### src/hw/rtl/sukt_pkg.sv
// Shared types and codes for the sorted unique key table.
`default_nettype none

package sukt_pkg;

    localparam int OP_W  = 3;
    localparam int KEY_W = 32;
    localparam int ST_W  = 3;
    localparam int POS_W = 6;

    localparam logic [OP_W-1:0] OP_INSERT    = 3'd0;
    localparam logic [OP_W-1:0] OP_DELETE    = 3'd1;
    localparam logic [OP_W-1:0] OP_SEARCH    = 3'd2;
    localparam logic [OP_W-1:0] OP_LIST_ASC  = 3'd3;
    localparam logic [OP_W-1:0] OP_LIST_DESC = 3'd4;

    localparam logic [ST_W-1:0] ST_OK       = 3'd0;
    localparam logic [ST_W-1:0] ST_DUP      = 3'd1;
    localparam logic [ST_W-1:0] ST_NOTFOUND = 3'd2;
    localparam logic [ST_W-1:0] ST_EMPTY    = 3'd3;
    localparam logic [ST_W-1:0] ST_FULL     = 3'd4;

    // Commands from the controller to the datapath.
    typedef struct packed {
        logic            load;
        logic            do_insert;
        logic            do_remove;
        logic            list_start;
        logic            list_step;
        logic            list_desc;
        logic            emit;
        logic            with_key;
        logic [ST_W-1:0] status;
    } cmd_t;

    // Status from the datapath to the controller.
    typedef struct packed {
        logic empty;
        logic full;
        logic hit;
        logic list_done;
    } stat_t;

endpackage

`default_nettype wire

### src/hw/rtl/sukt_ctrl.sv
// Controller state machine of the sorted unique key table.
`default_nettype none

module sukt_ctrl (
    input  wire logic                       clk,
    input  wire logic                       rst_n,
    input  wire logic                       start,
    input  wire logic [sukt_pkg::OP_W-1:0]  op,
    input  wire sukt_pkg::stat_t            stat,
    output sukt_pkg::cmd_t                  cmd,
    output logic                            busy
);
    import sukt_pkg::*;

    typedef enum logic [2:0] {
        S_IDLE  = 3'b001,
        S_APPLY = 3'b010,
        S_LIST  = 3'b100
    } state_t;

    state_t          state_reg, state_next;
    logic [OP_W-1:0] op_reg, op_next;

    always_comb
    begin
        state_next = state_reg;
        op_next    = op_reg;
        cmd        = '0;
        case (state_reg)
            S_IDLE:
            begin
                // Unused op codes are dropped without leaving idle.
                if (start && op <= OP_LIST_DESC)
                begin
                    cmd.load   = 1'b1;
                    op_next    = op;
                    state_next = S_APPLY;
                end
            end
            S_APPLY:
            begin
                state_next = S_IDLE;
                case (op_reg)
                    OP_INSERT:
                    begin
                        cmd.emit = 1'b1;
                        if (stat.hit)
                        begin
                            cmd.status = ST_DUP;
                        end
                        else if (stat.full)
                        begin
                            cmd.status = ST_FULL;
                        end
                        else
                        begin
                            cmd.status    = ST_OK;
                            cmd.do_insert = 1'b1;
                        end
                    end
                    OP_DELETE, OP_SEARCH:
                    begin
                        cmd.emit = 1'b1;
                        if (stat.empty)
                        begin
                            cmd.status = ST_EMPTY;
                        end
                        else if (!stat.hit)
                        begin
                            cmd.status = ST_NOTFOUND;
                        end
                        else
                        begin
                            cmd.status = ST_OK;
                            if (op_reg == OP_DELETE)
                            begin
                                cmd.do_remove = 1'b1;
                            end
                            else
                            begin
                                cmd.with_key = 1'b1;
                            end
                        end
                    end
                    OP_LIST_ASC, OP_LIST_DESC:
                    begin
                        if (stat.empty)
                        begin
                            cmd.emit   = 1'b1;
                            cmd.status = ST_EMPTY;
                        end
                        else
                        begin
                            cmd.list_start = 1'b1;
                            state_next     = S_LIST;
                        end
                    end
                    default:
                    begin
                        state_next = S_IDLE;
                    end
                endcase
            end
            S_LIST:
            begin
                cmd.list_step = 1'b1;
                cmd.list_desc = (op_reg == OP_LIST_DESC);
                if (stat.list_done)
                begin
                    state_next = S_IDLE;
                end
            end
            default:
            begin
                state_next = S_IDLE;
            end
        endcase
    end

    always_ff @(posedge clk or negedge rst_n)
    begin
        if (!rst_n)
        begin
            state_reg <= S_IDLE;
            op_reg    <= OP_INSERT;
        end
        else
        begin
            state_reg <= state_next;
            op_reg    <= op_next;
        end
    end

    assign busy = (state_reg != S_IDLE);

`ifndef SYNTH
    a_accept_to_apply: assert property (@(posedge clk) disable iff (!rst_n)
        (state_reg == S_IDLE && start && op <= OP_LIST_DESC) |=> (state_reg == S_APPLY))
        else $error("valid transaction did not move the controller to apply");

    a_no_insert_full: assert property (@(posedge clk) disable iff (!rst_n)
        cmd.do_insert |-> (!stat.full && !stat.hit))
        else $error("insert issued into a full table or over a duplicate");

    a_single_edit: assert property (@(posedge clk) disable iff (!rst_n)
        !(cmd.do_insert && cmd.do_remove) && !(cmd.emit && cmd.list_step))
        else $error("conflicting datapath commands");
`endif

endmodule

`default_nettype wire

### src/hw/rtl/sukt_datapath.sv
// Cell chain, compare flags, listing counters and result registers of the key table.
`default_nettype none

module sukt_datapath #(
    parameter int TABLE_DEPTH = 32,
    parameter int KEY_BITS    = 32
) (
    input  wire logic                               clk,
    input  wire logic                               rst_n,
    input  wire logic signed [sukt_pkg::KEY_W-1:0]  key,
    input  wire sukt_pkg::cmd_t                     cmd,
    output sukt_pkg::stat_t                         stat,
    output logic                                    strobe,
    output logic [sukt_pkg::ST_W-1:0]               status,
    output logic signed [sukt_pkg::KEY_W-1:0]       key_out,
    output logic [sukt_pkg::POS_W-1:0]              position,
    output logic                                    last
);
    import sukt_pkg::*;

    localparam int CW = $clog2(TABLE_DEPTH + 1);
    localparam int KW = $clog2(TABLE_DEPTH);

    logic signed [KEY_BITS-1:0] cells_reg  [TABLE_DEPTH];
    logic signed [KEY_BITS-1:0] cells_next [TABLE_DEPTH];
    logic signed [KEY_BITS-1:0] key_reg;
    logic signed [KEY_BITS-1:0] key_n;
    logic [TABLE_DEPTH-1:0]     lt_reg, lt_next, eq_reg, eq_next, lt_prev;
    logic [CW-1:0]              count_reg, count_next;
    logic [KW-1:0]              k_reg, k_next;
    logic [CW-1:0]              pos_reg, pos_next;
    logic                       in_win;

    logic                       strobe_reg, strobe_next;
    logic [ST_W-1:0]            status_reg, status_next;
    logic signed [KEY_W-1:0]    key_out_reg, key_out_next;
    logic [POS_W-1:0]           position_reg, position_next;
    logic                       last_reg, last_next;

    // Keys are stored at KEY_BITS: truncated or sign-extended.
    assign key_n = KEY_BITS'(key);

    always_comb
    begin
        for (int i = 0; i < TABLE_DEPTH; i++)
        begin
            lt_next[i] = (CW'(i) < count_reg) && (cells_reg[i] < key_n);
            eq_next[i] = (CW'(i) < count_reg) && (cells_reg[i] == key_n);
        end
    end

    assign lt_prev = {lt_reg[TABLE_DEPTH-2:0], 1'b1};

    // Each cell looks only at its two neighbors. Listing rotates the whole
    // chain once around, so the contents are back in place at the end.
    always_comb
    begin
        int prv;
        int nxt;
        for (int i = 0; i < TABLE_DEPTH; i++)
        begin
            prv = (i == 0) ? TABLE_DEPTH - 1 : i - 1;
            nxt = (i == TABLE_DEPTH - 1) ? 0 : i + 1;
            cells_next[i] = cells_reg[i];
            if (cmd.do_insert)
            begin
                if (!lt_reg[i])
                begin
                    cells_next[i] = lt_prev[i] ? key_reg : cells_reg[prv];
                end
            end
            else if (cmd.do_remove)
            begin
                if (!lt_reg[i] && i != TABLE_DEPTH - 1)
                begin
                    cells_next[i] = cells_reg[nxt];
                end
            end
            else if (cmd.list_step)
            begin
                cells_next[i] = cmd.list_desc ? cells_reg[prv] : cells_reg[nxt];
            end
        end
    end

    always_ff @(posedge clk)
    begin
        for (int i = 0; i < TABLE_DEPTH; i++)
        begin
            cells_reg[i] <= cells_next[i];
        end
        if (cmd.load)
        begin
            key_reg <= key_n;
        end
    end

    // Descending reads the top cell while rotating right; it shows the
    // stored keys once the rotation has passed the unused cells.
    always_comb
    begin
        if (cmd.list_desc)
        begin
            in_win = ((CW + 1)'(k_reg) + (CW + 1)'(count_reg)) >= (CW + 1)'(TABLE_DEPTH);
        end
        else
        begin
            in_win = CW'(k_reg) < count_reg;
        end
    end

    always_comb
    begin
        count_next = count_reg;
        k_next     = k_reg;
        pos_next   = pos_reg;
        if (cmd.do_insert)
        begin
            count_next = count_reg + CW'(1);
        end
        else if (cmd.do_remove)
        begin
            count_next = count_reg - CW'(1);
        end
        if (cmd.list_start)
        begin
            k_next   = '0;
            pos_next = '0;
        end
        else if (cmd.list_step)
        begin
            k_next = k_reg + KW'(1);
            if (in_win)
            begin
                pos_next = pos_reg + CW'(1);
            end
        end
    end

    always_comb
    begin
        strobe_next   = cmd.emit || (cmd.list_step && in_win);
        status_next   = ST_OK;
        key_out_next  = '0;
        position_next = '0;
        last_next     = 1'b1;
        if (cmd.emit)
        begin
            status_next = cmd.status;
            if (cmd.with_key)
            begin
                key_out_next = KEY_W'(key_reg);
            end
        end
        else
        begin
            key_out_next  = cmd.list_desc ? KEY_W'(cells_reg[TABLE_DEPTH-1])
                                          : KEY_W'(cells_reg[0]);
            position_next = POS_W'(pos_reg + CW'(1));
            last_next     = ((pos_reg + CW'(1)) == count_reg);
        end
    end

    always_ff @(posedge clk or negedge rst_n)
    begin
        if (!rst_n)
        begin
            count_reg  <= '0;
            k_reg      <= '0;
            pos_reg    <= '0;
            lt_reg     <= '0;
            eq_reg     <= '0;
            strobe_reg <= 1'b0;
        end
        else
        begin
            count_reg  <= count_next;
            k_reg      <= k_next;
            pos_reg    <= pos_next;
            strobe_reg <= strobe_next;
            if (cmd.load)
            begin
                lt_reg <= lt_next;
                eq_reg <= eq_next;
            end
        end
    end

    always_ff @(posedge clk)
    begin
        status_reg   <= status_next;
        key_out_reg  <= key_out_next;
        position_reg <= position_next;
        last_reg     <= last_next;
    end

    assign stat.empty     = (count_reg == '0);
    assign stat.full      = (count_reg == CW'(TABLE_DEPTH));
    assign stat.hit       = |eq_reg;
    assign stat.list_done = (k_reg == KW'(TABLE_DEPTH - 1));

    assign strobe   = strobe_reg;
    assign status   = status_reg;
    assign key_out  = key_out_reg;
    assign position = position_reg;
    assign last     = last_reg;

`ifndef SYNTH
    a_count_bound: assert property (@(posedge clk) disable iff (!rst_n)
        count_reg <= CW'(TABLE_DEPTH))
        else $error("entry count above table depth");

    a_unique_match: assert property (@(posedge clk) disable iff (!rst_n)
        $onehot0(eq_reg))
        else $error("more than one cell matches the key");

    a_insert_grows: assert property (@(posedge clk) disable iff (!rst_n)
        cmd.do_insert |=> (count_reg == CW'($past(count_reg) + CW'(1))))
        else $error("insert did not grow the table by one");
`endif

endmodule

`default_nettype wire

### src/hw/rtl/sorted_unique_key_table.sv
// Top level of the sorted unique key table: controller plus cell-chain datapath.
// Insert, delete and search: the result strobe is registered from the apply state after
// the accepting edge; busy is high for one cycle and the next start waits until it falls.
// List: busy until the chain has rotated once fully around, giving
// one result per stored key; listing an empty table behaves like a search.
// Unused op codes are dropped in idle and give no result. The receiver cannot stall.
// Reset clears the entry count and control state; cell contents stay undefined.
`default_nettype none

module sorted_unique_key_table #(
    parameter int TABLE_DEPTH = 32,
    parameter int KEY_BITS    = 32
) (
    input  wire logic                               clk,
    input  wire logic                               rst_n,
    input  wire logic                               start,
    output logic                                    busy,
    input  wire logic [sukt_pkg::OP_W-1:0]          op,
    input  wire logic signed [sukt_pkg::KEY_W-1:0]  key,
    output logic                                    strobe,
    output logic [sukt_pkg::ST_W-1:0]               status,
    output logic signed [sukt_pkg::KEY_W-1:0]       key_out,
    output logic [sukt_pkg::POS_W-1:0]              position,
    output logic                                    last
);
    import sukt_pkg::*;

    // The controller decodes the op code once the compare flags are in
    // place and issues one command per cycle to the datapath.
    cmd_t  cmd;
    stat_t stat;

    // A transaction is taken when start meets an idle controller. On that
    // edge the datapath compares the key against every occupied cell in
    // parallel and registers a less-than and an equal flag per cell.
    sukt_ctrl u_ctrl (
        .clk   (clk),
        .rst_n (rst_n),
        .start (start),
        .op    (op),
        .stat  (stat),
        .cmd   (cmd),
        .busy  (busy)
    );

    // In the apply cycle each cell either holds, takes the new key, or
    // takes a neighbor's key, so insert and delete finish in one step.
    // Listing rotates the chain and reads the keys at a fixed end cell;
    // after a full turn the table is back in its sorted order.
    sukt_datapath #(
        .TABLE_DEPTH (TABLE_DEPTH),
        .KEY_BITS    (KEY_BITS)
    ) u_datapath (
        .clk      (clk),
        .rst_n    (rst_n),
        .key      (key),
        .cmd      (cmd),
        .stat     (stat),
        .strobe   (strobe),
        .status   (status),
        .key_out  (key_out),
        .position (position),
        .last     (last)
    );

endmodule

`default_nettype wire

### config.mk
export PLATFORM = sky130hd
export DESIGN_NAME = sorted_unique_key_table
export DESIGN_NICKNAME = d
export VERILOG_FILES = /design/src/hw/rtl/sukt_pkg.sv /design/src/hw/rtl/sukt_ctrl.sv /design/src/hw/rtl/sukt_datapath.sv /design/src/hw/rtl/sorted_unique_key_table.sv
export SDC_FILE = /design/constraint.sdc
export NUM_CORES = 2
export LEC_CHECK = 0
export BUFFER_PORTS_ARGS = -buffer_cell sky130_fd_sc_hd__buf_2
export CAP_MARGIN = 5
export CORE_ASPECT_RATIO = 1.25
export CORE_MARGIN = 2
export CORE_UTILIZATION = 40
export CTS_CLUSTER_SIZE = 24
export DETAILED_ROUTE_END_ITERATION = 16
export GPL_ROUTABILITY_DRIVEN = 0
export PLACE_DENSITY = 0.66
export SYNTH_ARGS = -nofsm -noshare
export SYNTH_HDL_FRONTEND = slang
export SYNTH_SLANG_ARGS = --single-unit
### constraint.sdc
create_clock -name clk -period 9.7 [get_ports clk]
set_clock_uncertainty 0.05 [all_clocks]
set_input_delay 1.94 -clock clk [delete_from_list [all_inputs] [get_ports clk]]
set_output_delay 1.94 -clock clk [all_outputs]
set_load 0.01 [all_outputs]
Word level (Yosys, flattened, before mapping)

Memories as Yosys holds them, arrays and structs flattened.
Index checks and enable logic that the tools add are counted.

Bits in registers: 162
Bits in latches: 0
Bits in writable memories: 1024
ROM bits: 0
Input port bits: 38
Output and inout port bits: 44
Word-level logic and storage cells: 475
Memories: 1

Memory list:

| memory               | words | width | read ports | clocked after memory_dff | wr ports | line                | text |
|---|---|---|---|---|---|---|---|
| u_datapath.cells_reg | 32    | 32    | 32         | 0                        | 32       | sukt_datapath.sv:24 | `logic signed [KEY_BITS-1:0] cells_reg [TABLE_DEPTH];` |

Add/subtract/negate cells: 5
Multiply operators: 0
Div/mod/pow operators: 0
Order comparisons: 67
Equality and inequality tests: 45
Shifts and indexed selects: 0
Muxes and demuxes: 264
Bitwise logic cells: 0
Reduce and logical (&&, ||, !) cells: 80

Operators by type and width:

| operator              | number |
|---|---|
| $mux W32              | 225 |
| $eq A32 B32 Y1        | 32 |
| $lt A32 B32 Y1        | 32 |
| $lt A5 B6 Y1 const A  | 16 |
| $logic_and A1 B1 Y1   | 66 |
| $lt A4 B6 Y1 const A  | 8 |
| $reduce_or A32 Y1     | 1 |
| $mux W6               | 5 |
| $lt A3 B6 Y1 const A  | 4 |
| $mux W3               | 8 |
| $pmux W3 S3           | 2 |
| $mux W1               | 17 |
| $mux W5               | 3 |
| $add A6 B1 Y6 const B | 2 |
| $lt A1 B6 Y1 const A  | 2 |
| $lt A2 B6 Y1 const A  | 2 |
| $eq A3 B2 Y1 const B  | 3 |
| $reduce_and A2 Y1     | 4 |
| $add A5 B6 Y7         | 1 |
| $ge A7 B6 Y1 const B  | 1 |
| $eq A3 B1 Y1 const B  | 2 |
| $eq A3 B3 Y1 const B  | 2 |
| $eq A6 B6 Y1          | 1 |
| $eq A6 B6 Y1 const B  | 1 |
| other kinds (16)      | 21 |

Logic depth before layout (Yosys ltp)

Depth in word-level cells: 8
Depth in mapped cells: 12
Depth with buffers taken out: 9

Cells and area by module

Synthesis repeated with hierarchy kept, for this count alone.

Cells, all modules: 10090
Area, all modules: 91939.4 um^2

By module, submodules not included:

| module        | times used | cells an instance | area an instance (um^2) |
|---|---|---|---|
| sukt_datapath | 1          | 10043             | 91509.0 |
| sukt_ctrl     | 1          | 47                | 430.4 |

Worst setup path after synthesis

Ideal clock, no wire load.

Kind: reg2reg
Start point: register u_datapath.count_reg[1] (netlist name)
End point: memory u_datapath.cells_reg[0][0], enable pin
Setup time: 0.466 ns
Arrival time: 4.618 ns
Required time: 9.184 ns
Slack: 4.567 ns
Cell stages (with the launch flop): 12
Path through: dfrtp_1 > clkbuf_1 > inv_1 > ha_1 > nor2b_1 > nand2_1 > nand2_1 > or3_1 > nor3b_2 > nor2_1 > clkbuf_1 > o21ai_0

RTL lines:

| what      | line |
|---|---|
| to (decl) | sukt_datapath.sv:24 |

==> run metrics <==
status=completed; max layer used=met5; CP endpoint kind=flop; crit path kind=reg2reg; # Max-Cap Violations=0; Synth Instances=7945; die width=394 um; unrepaired setup endpoints after global routing=false; post-synthesis register bit count=1186; clock latency on the worst-skew pair=0.82 ns; port bufs=81; All-Layer GR Usage=29.4%; Overflow after GRT=0; post-synthesis mux area share=0.0131%; met2 wire len=128000 um; CTS clk-pin slew, worst paths=0.06 ns; worst setup path start=u_datapath.eq_reg[18]$_DFFE_PN0P_; clk buf depth=3; commonest non-fill, non-tap cell in the layout=nor2_1; antenna viol nets, final=0; via count=69300; Leak Pwr=33.2 nW; core footprint=0.190 mm2; Finish-stage setup viols=0; fin crit share=60.2%; Post-DP HPWL=201000 um; per-cell routed wire length=28.4 um; met1 WL=110000 um; capturing point of the worst reg2reg path=u_datapath.cells_reg[5][95]$_DFFE_PP_; Mapped Nets=9024; ANT cells=0; area share of fa/ha/maj cells after synthesis=17.1%; DR vias/cell=6.63; post-synthesis xor/xnor area fraction=0.402%; FFs w/ async S/R, synth=7.42%; crit-path max FO=169; most frequent cells in the layout=nor2_1 (2123), edfxtp_1 (1056), ha_1 (1040); Initial Util=40.1%; HP Class=reg2reg; fin crit period=5.84 ns; I/O pin count=82; initial antenna violation count=7; R2R Setup Slk=3.86 ns; synthesized area=0.0762 mm2; critical path startpoint category=flop; EDFF count, synth=1056; simple-gate share of the synthesized area=16.1%; Synth Area in Compound Gates=17.5%; CTS tree=built; Final Hold Fails=0; Primary FF master, synth=edfxtp_1; share of layout cells above drive strength 1=6.37%; Root Driver=clkbuf_16; Max Fclk=171 MHz; Design Power=14.6 mW; YS warnings=0; Hold EP=u_datapath.eq_reg[20]$_DFFE_PN0P_; worst vdd ir=0.000222 V; cts bufs inserted=136; worst path required time=10.28 ns; fin. max-slew vios=0; DIE HEIGHT=492 um; Power Dens Cells=175 mW/mm2; Rows=179; final-stage net count=8893; TritonRoute pass-1 iters=6; Synth Area per Inst=9.59 um2; number of H-tree levels=4; sequential area share after synthesis=45.6%; post_cts resized=0; cts hold-fix bufs=0; vias in the first global route=67000; Die Area=0.194 mm2; DR DRC count=0; largest net degree at the start of global routing=216; Worst Max-Slew Pin Slew=1.32 ns; WL met3=34100 um; Slew HR=12.0%; Reg2Reg Launch Point=u_datapath.eq_reg[18]$_DFFE_PN0P_; TritonCTS Sinks=1186; Netlist cell types=73; global-route wire length before repair=432000 um; min-delay src=u_datapath.eq_reg[20]$_DFFE_PN0P_; max reg flops=1024; Total Wirelength=297000 um; Sum Neg Setup Slack=0 ns; DRT iter0 DRCs=9565; Hold Path Depth=2; depth of the most critical reg-to-reg path=9; largest family of logic cells by synthesized area=compound AO/OA/AOI/OAI gates; Worst EP arrival=6.42 ns; number of setup buffers added after CTS=0; Area growth syn-to-layout=9.56%
[through the flow]
stage	area, um2	utilization (%)	hold WS (ns)	worst slack [ns]	std cells
2_1_floorplan	76200	-	0.390	4.57	7945
3_3_place_gp	79000	41.6	0.402	4.45	10200
3_5_place_dp	79000	41.6	0.409	4.24	10200
4_1_cts	83500	44.0	0.422	4.28	10500
5_1_grt	83500	44.0	0.459	3.85	10500
6_report	83500	44.0	0.425	3.86	10500
[cells by family (layout without fill, tap and decap cells)]
logic type,Yosys count,count (layout)
buffers and inverters,601,584
DFF,1186,1186
adders and majority gates,1041,1041
xor gates and xnor gates,35,35
muxes,1,1
AOI/OAI and AO/OA,2113,2113
and+or+nand+nor,2968,2968
[layer usage]
metal	global-route usage [%]	vias up
met2	44.9	5173
met5	0	-
met3	6.58	1306
met4	20.7	10
li1	-	29600
met1	36.9	33200
[cells in the mapped netlist, drive strengths merged, types with 6 or more instances]
library cell     n  area share, %
nor2          2127             10
edfxtp        1056             42
ha            1040             17
o22ai          964            7.9
a21oi          402            2.6
nand2          384            1.9
clkbuf         278            1.4
buf            209            1.3
o21ai          205            1.3
a21o           200            2.0
nand4          182            1.5
inv            114           0.56
dfrtp           87            2.9
nand3           63           0.41
a211oi          62           0.61
nor2b           49           0.40
nor4            45           0.37
o21a            44           0.43
o211ai          43           0.42
dfxtp           42            1.1
nor3            38           0.25
a31oi           37           0.30
a221oi          36           0.41
xnor2           21           0.24
nor3b           19           0.22
a2111oi         18           0.21
o31ai           18           0.18
and4            14           0.16
xor2            14           0.16
a22o            11           0.13
a32o            10           0.13
and3            10          0.082
nor4b            9           0.10
a32oi            8          0.092
o211a            8           0.11
a2111o           7           0.10
a211o            7          0.080
a221o            7          0.092
or4              7          0.069
or3              6          0.049
[critical path, stage by stage, from the launching register on]
cell and delay, ns:
dfrtp_1 0.41, nor4_1 0.99, nand4_1 0.37, nor2_2 0.32, nand4_4 0.75, nand2_4 0.89
buf_12 0.58, buf_4 0.71, nor2_1 0.11, a211oi_1 0.24
[cell type report]
cell class,count,area [um2]
tap,2534,3170
timing repair buffer,218,1470
sequential,1186,34800
multi-input combinational,6158,39200
clock inverter,61,648
fill,18100,106000
clock buffer,191,3830
inverter,114,428
[where the power goes]
part | internal, mW | leakage, nW | switching [mW]
Sequential | 6.04 | 11.1 | 0.369
Clock | 3.08 | 2.20 | 2.27
Combinational | 0.909 | 19.9 | 1.93
Total | 10.0 | 33.2 | 4.56
[how the worst max path moves through the flow]
stage,depth (start not counted),endpoint,slack (ns)
6_report,9,u_datapath.cells_reg[5][95]$_DFFE_PP_,3.86
3_5_place_dp,11,u_datapath.lt_reg[11]$_DFFE_PN0P_,4.24
4_1_cts,9,u_datapath.cells_reg[5][95]$_DFFE_PP_,4.28
2_1_floorplan,11,u_datapath.cells_reg[0][0]$_DFFE_PP_,4.57
3_3_place_gp,11,u_datapath.lt_reg[12]$_DFFE_PN0P_,4.45
5_1_grt,9,u_datapath.cells_reg[5][95]$_DFFE_PP_,3.85
(Power assumes the default switching activity.)
